<file path="src/hw/rtl/lnds_pkg.sv">
// ============================================================================
// lnds_pkg
// Shared widths, defaults and controller/datapath command and status types
// for the longest non-decreasing subsequence block.
// ============================================================================
package lnds_pkg;

  // Default node store depth (longest sequence held)
  localparam int unsigned MAX_LEN_DEF = 64;
  // Width of counts and of the seq_length field
  localparam int unsigned CNT_W = 7;
  // Width of one sequence value
  localparam int unsigned VAL_W = 32;

  // Commands from the controller to the datapath
  typedef struct packed {
    logic accept;      // latch input beat, clear piles on start
    logic pt_rd_mid;   // read pile top at the search midpoint
    logic nv_rd;       // read node value/link at the pile top just read
    logic cmp_step;    // narrow the search window
    logic pt_rd_link;  // read pile top left of the found pile
    logic commit;      // write node, update pile top and counts
    logic pt_rd_last;  // read top of the last pile, arm the chain walk
    logic walk_step;   // store one chain element, follow its link
    logic emit_step;   // fetch one element into the output register
    logic ovf_load;    // load the overflow result
  } lnds_cmd_t;

  // Status from the datapath to the controller
  typedef struct packed {
    logic full;         // incoming beat would be dropped
    logic search_open;  // search window not yet empty
    logic walk_end;     // current chain element is the first one
    logic emit_last;    // element being fetched ends the run
  } lnds_sts_t;

endpackage

</file>
<file path="src/hw/rtl/lnds_ctrl.sv">
// ============================================================================
// lnds_ctrl
// Controller state machine: sequences the binary search, node commit,
// chain walk and result emission, and owns the output valid flag.
// ============================================================================
module lnds_ctrl import lnds_pkg::*; (
  input  logic      clk_i,
  input  logic      rst_ni,
  input  logic      in_valid_i,
  output logic      in_ready_o,
  output logic      out_valid_o,
  input  logic      out_ready_i,
  input  lnds_sts_t sts_i,
  output lnds_cmd_t cmd_o
);

  typedef enum logic [10:0] {
    ST_IDLE     = 11'b000_0000_0001,
    ST_OVF      = 11'b000_0000_0010,
    ST_SRCH     = 11'b000_0000_0100,
    ST_SRCH_NV  = 11'b000_0000_1000,
    ST_SRCH_CMP = 11'b000_0001_0000,
    ST_COMMIT   = 11'b000_0010_0000,
    ST_WALK_PT  = 11'b000_0100_0000,
    ST_WALK_NV  = 11'b000_1000_0000,
    ST_WALK     = 11'b001_0000_0000,
    ST_EMIT     = 11'b010_0000_0000,
    ST_SPARE    = 11'b100_0000_0000
  } lnds_state_e;

  lnds_state_e state_q, state_d;
  logic        out_valid_q, out_valid_d;
  logic        out_free;

  // Output register can take a new beat this cycle
  assign out_free   = !out_valid_q || out_ready_i;
  assign in_ready_o = (state_q == ST_IDLE);
  assign out_valid_o = out_valid_q;

  // Next state and commands
  always_comb begin
    state_d = state_q;
    cmd_o   = '0;
    unique case (state_q)
      ST_IDLE: begin
        if (in_valid_i) begin
          cmd_o.accept = 1'b1;
          state_d      = sts_i.full ? ST_OVF : ST_SRCH;
        end
      end
      ST_OVF: begin
        if (out_free) begin
          cmd_o.ovf_load = 1'b1;
          state_d        = ST_IDLE;
        end
      end
      ST_SRCH: begin
        if (sts_i.search_open) begin
          cmd_o.pt_rd_mid = 1'b1;
          state_d         = ST_SRCH_NV;
        end else begin
          cmd_o.pt_rd_link = 1'b1;
          state_d          = ST_COMMIT;
        end
      end
      ST_SRCH_NV: begin
        cmd_o.nv_rd = 1'b1;
        state_d     = ST_SRCH_CMP;
      end
      ST_SRCH_CMP: begin
        cmd_o.cmp_step = 1'b1;
        state_d        = ST_SRCH;
      end
      ST_COMMIT: begin
        cmd_o.commit = 1'b1;
        state_d      = ST_WALK_PT;
      end
      ST_WALK_PT: begin
        cmd_o.pt_rd_last = 1'b1;
        state_d          = ST_WALK_NV;
      end
      ST_WALK_NV: begin
        cmd_o.nv_rd = 1'b1;
        state_d     = ST_WALK;
      end
      ST_WALK: begin
        cmd_o.walk_step = 1'b1;
        if (sts_i.walk_end) begin
          state_d = ST_EMIT;
        end
      end
      ST_EMIT: begin
        if (out_free) begin
          cmd_o.emit_step = 1'b1;
          if (sts_i.emit_last) begin
            state_d = ST_IDLE;
          end
        end
      end
      default: begin
        state_d = ST_IDLE;
      end
    endcase
  end

  // Output valid: set on load, drop when taken
  always_comb begin
    out_valid_d = out_valid_q;
    if (out_valid_q && out_ready_i) begin
      out_valid_d = 1'b0;
    end
    if (cmd_o.emit_step || cmd_o.ovf_load) begin
      out_valid_d = 1'b1;
    end
  end

  always_ff @(posedge clk_i or negedge rst_ni) begin
    if (!rst_ni) begin
      state_q     <= ST_IDLE;
      out_valid_q <= 1'b0;
    end else begin
      state_q     <= state_d;
      out_valid_q <= out_valid_d;
    end
  end

endmodule

</file>
<file path="config.mk">
export PLATFORM = sky130hd
export DESIGN_NAME = lnds_ctrl
export DESIGN_NICKNAME = d
export VERILOG_FILES = /design/src/hw/rtl/lnds_pkg.sv /design/src/hw/rtl/lnds_ctrl.sv
export SDC_FILE = /design/constraint.sdc
export NUM_CORES = 1
export LEC_CHECK = 0
export BUFFER_PORTS_ARGS = -buffer_cell sky130_fd_sc_hd__buf_4
export CAP_MARGIN = 20
export CORE_ASPECT_RATIO = 0.75
export CORE_MARGIN = 1.5
export CORE_UTILIZATION = 40
export DETAILED_ROUTE_END_ITERATION = 12
export GPL_ROUTABILITY_DRIVEN = 0
export PLACE_DENSITY = 0.7
export SLEW_MARGIN = 25
export SYNTH_ARGS = -nofsm -noshare
export SYNTH_HDL_FRONTEND = slang
export SYNTH_SLANG_ARGS = --single-unit
export TNS_END_PERCENT = 100
</file>
<file path="constraint.sdc">
create_clock -name clk_i -period 1.9 [get_ports clk_i]
set_clock_uncertainty 0.1 [all_clocks]
set_input_delay 0.38 -clock clk_i [delete_from_list [all_inputs] [get_ports clk_i]]
set_output_delay 0.38 -clock clk_i [all_outputs]
set_load 0.02 [all_outputs]
</file>
==> flow_metrics.py <==
metrics = {
    "worst_setup_path": {
        "path_delay_family": "simple AND/OR/NAND/NOR gates",
        "cp.required_ps": 1420,
        "critPathLaunchType": "register",
        "r2r_slack_ps": -80,
        "cp.arrival_ps": 1760,
        "path_cells": "nor4_4, nand2_2, or3_4, nor2_4, buf_6",
        "slowest_delay_ps": 420,
        "r2r-start": "state_q[3]$_DFFE_PN0P_",
        "worstRegToRegCells": 7,
        "worst-path-buf-inv": 1,
        "endpoint_kind": "primary output",
        "crit_type": "reg2out",
        "timing.rr.end": "state_q[2]$_DFFE_PN0P_",
        "cp_max_fo": 3,
        "slowest_stage": "dfrtp_1",
    },
    "synthesis": {
        "synth_top_family_by_area": "simple AND/OR/NAND/NOR gates",
        "synth_compound_area_share_pct": 10.5,
        "synth_area_um2": 773,
        "synth_adder_area_share_pct": 0,
        "synthCells": 84,
        "yosys.area_share.simple_pct": 43.5,
        "synth_cell_types": 40,
        "ys.flop_type": "dfrtp_1",
        "synth_commonest_cells": "nor2_1 (11), dfrtp_1 (10), nor3b_1 (6)",
        "synth_xor_area_share_pct": 3.40,
        "synth_enable_flop_cells": 0,
        "ys_top_cells_by_area": "dfrtp_1 (32%), nor3b_1 (5.8%), nor4_4 (5.5%)",
        "synth.area.mux_share_pct": 0,
        "yosysTopAreaCell": "dfrtp_1",
        "syn_avg_cell_area_um2": 9.21,
        "ys_seq_elements": 11,
        "yosys_warnings": 0,
        "seq_area_frac_synth_pct": 35.8,
        "syn_nets": 92,
        "ys_async_sr_fraction_pct": 100,
        "yosysMostFrequentCell": "nor2_1",
        "synth_top_area_share_pct": 32.4,
    },
    "sta": {
        "maxSlewViolCount": 0,
        "slew-limit-headroom_pct": 76.8,
        "period_minus_slack_ps": 2240,
        "postLayoutSetupSlackWorst_ps": -339,
        "setup_viol": 14,
        "clock.fmax_mhz": 447,
        "period_share_pct": 118,
        "max_slew.worst_pin.slew_ps": 343,
        "grt_setup_unrepaired": "true",
        "hold_viol": 0,
    },
    "power": {
        "ir_drop_v": 0.00133,
        "leakagePower_nw": 0.579,
        "power_density_nw_per_um2": 1380,
        "power.total_w": 0.00172,
    },
    "drt": {
        "routedWlPerCell_um": 16.1,
        "via_count": 810,
        "wl_mm": 2.36,
        "ant_nets": 0,
        "firstDrtPassIters": 4,
        "avgViaCountPerCell": 5.55,
        "drtIter0Drc": 28,
        "drc": 0,
    },
    "cts": {
        "cts_tree": "done",
        "clockRootBuffer": "clkbuf_4",
        "clkSlewWorstSetupHoldPaths_ps": 80,
        "cts-buffers-inserted": 3,
        "h-tree-depth": 1,
        "clock_sinks": 11,
        "cts_buffer_depth": 2,
        "clk_latency_ps": 280,
    },
    "grt": {
        "grt-ovfl-total": 0,
        "grt_max_degree": 12,
        "globalRouteTotalUtil_pct": 24.0,
        "grt_pass1_vias": 743,
        "antenna_found_initial": 0,
        "grt_first_pass_wirelength_mm": 3.52,
    },
    "run": {
        "cap_violations": 0,
    },
    "final_layout": {
        "final_area_um2": 1240,
        "n_antenna_cell": 0,
        "syn2layout_area_growth_pct": 61.0,
        "num-nets-final": 133,
        "drive_gt1_share_pct": 58.9,
    },
    "die": {
        "die_w_um": 53.8,
        "row_count": 13,
        "coreArea_um2": 1770,
        "io-pin-count": 20,
        "initial_core_util_pct": 43.6,
        "dieArea_um2": 2210,
        "fp.dieH_um": 41.1,
    },
    "hold_path": {
        "holdPathEnd": "state_q[5]$_DFFE_PN0P_",
        "min_path_type": "in2reg",
        "worstHoldPathCells": 2,
        "hp-start": "sts_i[2]",
    },
    "placed_design": {
        "place_area_um2": 1060,
        "dpl.hpwl_mm": 1.62,
        "portBuffers": 19,
        "pre_cts_slack_ps": -9.62,
    },
    "outcome": {
        "status": "finished with violations",
        "violations": "negative setup slack",
    },
}
[logic make-up (layout without fill, tap and decap cells)]
logic type             after synthesis  after routing
XOR/XNOR                             3              3
AO/OA/AOI/OAI                       11             11
flip-flops                          11             11
AND/OR/NAND/NOR                     48             48
buffers and inverters               11             51
[layout make-up]
| type | instances | area (um^2) |
|---|---|---|
| multi-input cells | 62 | 531 |
| fillers | 120 | 528 |
| repair buffers | 44 | 370 |
| flip-flops and latches | 11 | 278 |
| well taps | 22 | 27.5 |
| clock buffers | 3 | 22.5 |
| inverters | 3 | 11.3 |
| clock inverters | 1 | 5.00 |
[cells in the final DEF (no fill, tap or decap), types with 2 or more instances in the layout]
master / netlist / final
a21oi_1: 2 / 2
and4b_2: 2 / 2
buf_4: 2 / 33
buf_6: 0 / 10
clkbuf_4: 0 / 3
dfrtp_1: 10 / 9
inv_1: 2 / 2
nand2_1: 3 / 3
nand2b_1: 3 / 3
nor2_1: 11 / 6
nor2_2: 1 / 2
nor2_4: 0 / 4
nor3b_1: 6 / 5
nor4_1: 3 / 2
nor4_4: 2 / 3
nor4b_1: 3 / 2
xor2_1: 3 / 3
[worst max path at each step]
stage / from / end / slack, ps / depth (start not counted)
3_3_place_gp: state_q[3]$_DFFE_PN0P_ / state_q[2]$_DFFE_PN0P_ / 7 / 6
2_1_floorplan: state_q[9]$_DFFE_PN0P_ / cmd_o[9] / -170 / 6
6_report: state_q[3]$_DFFE_PN0P_ / cmd_o[1] / -340 / 5
3_5_place_dp: state_q[3]$_DFFE_PN0P_ / cmd_o[9] / -10 / 7
5_1_grt: state_q[3]$_DFFE_PN0P_ / cmd_o[1] / -390 / 5
4_1_cts: state_q[1]$_DFFE_PN0P_ / cmd_o[9] / -300 / 6
[metal layers]
metal	up-vias	global-route usage, %	routed length (um)
li1	382	-	-
met1	395	31.3	1090
met2	33	37.8	1140
met3	0	9.12	124
met4	0	5.13	0
met5	-	0	0
[sequential cells by signal, indices dropped and copies added (netlist names)]
signal	flops
out_valid_o	1
state_q	10
[what timing repair did]
| item | 4_1_cts | 5_1_grt |
|---|---|---|
| endpoints found under the setup margin | 12 | 14 |
| pin swaps | 8 | 6 |
| hold buffers | 1 | 0 |
| buffers inserted | 3 | 2 |
| endpoints found under the hold margin | 10 | 0 |
| resized for setup | 18 | 8 |
[report_power, final]
| part | internal (W) | switching [W] | leakage, nW |
|---|---|---|---|
| sequential | 0.000292 | 0.0000581 | 0.146 |
| combinational | 0.000642 | 0.000563 | 0.415 |
| clock | 0.0000782 | 0.0000904 | 0.0177 |
| total | 0.00101 | 0.000711 | 0.579 |
[per-stage QoR]
stage	TNS [ps]	util [%]	std cells	hold slack [ps]
5_1_grt	-3800	70.2	146	169
2_1_floorplan	-396	-	84	-15.6
3_5_place_dp	-14.6	59.9	136	128
3_3_place_gp	0	59.9	136	126
4_1_cts	-2300	67.7	144	167
6_report	-2580	70.2	146	170
[worst reg2reg max path: cells and delay by family (launching register included)]
| kind | cells | cell delay (ps) |
|---|---|---|
| buf+inv | 2 | 260 |
| simple gates | 5 | 1090 |
| flops | 1 | 420 |
Note: power is estimated with default switching activity, not from simulation.
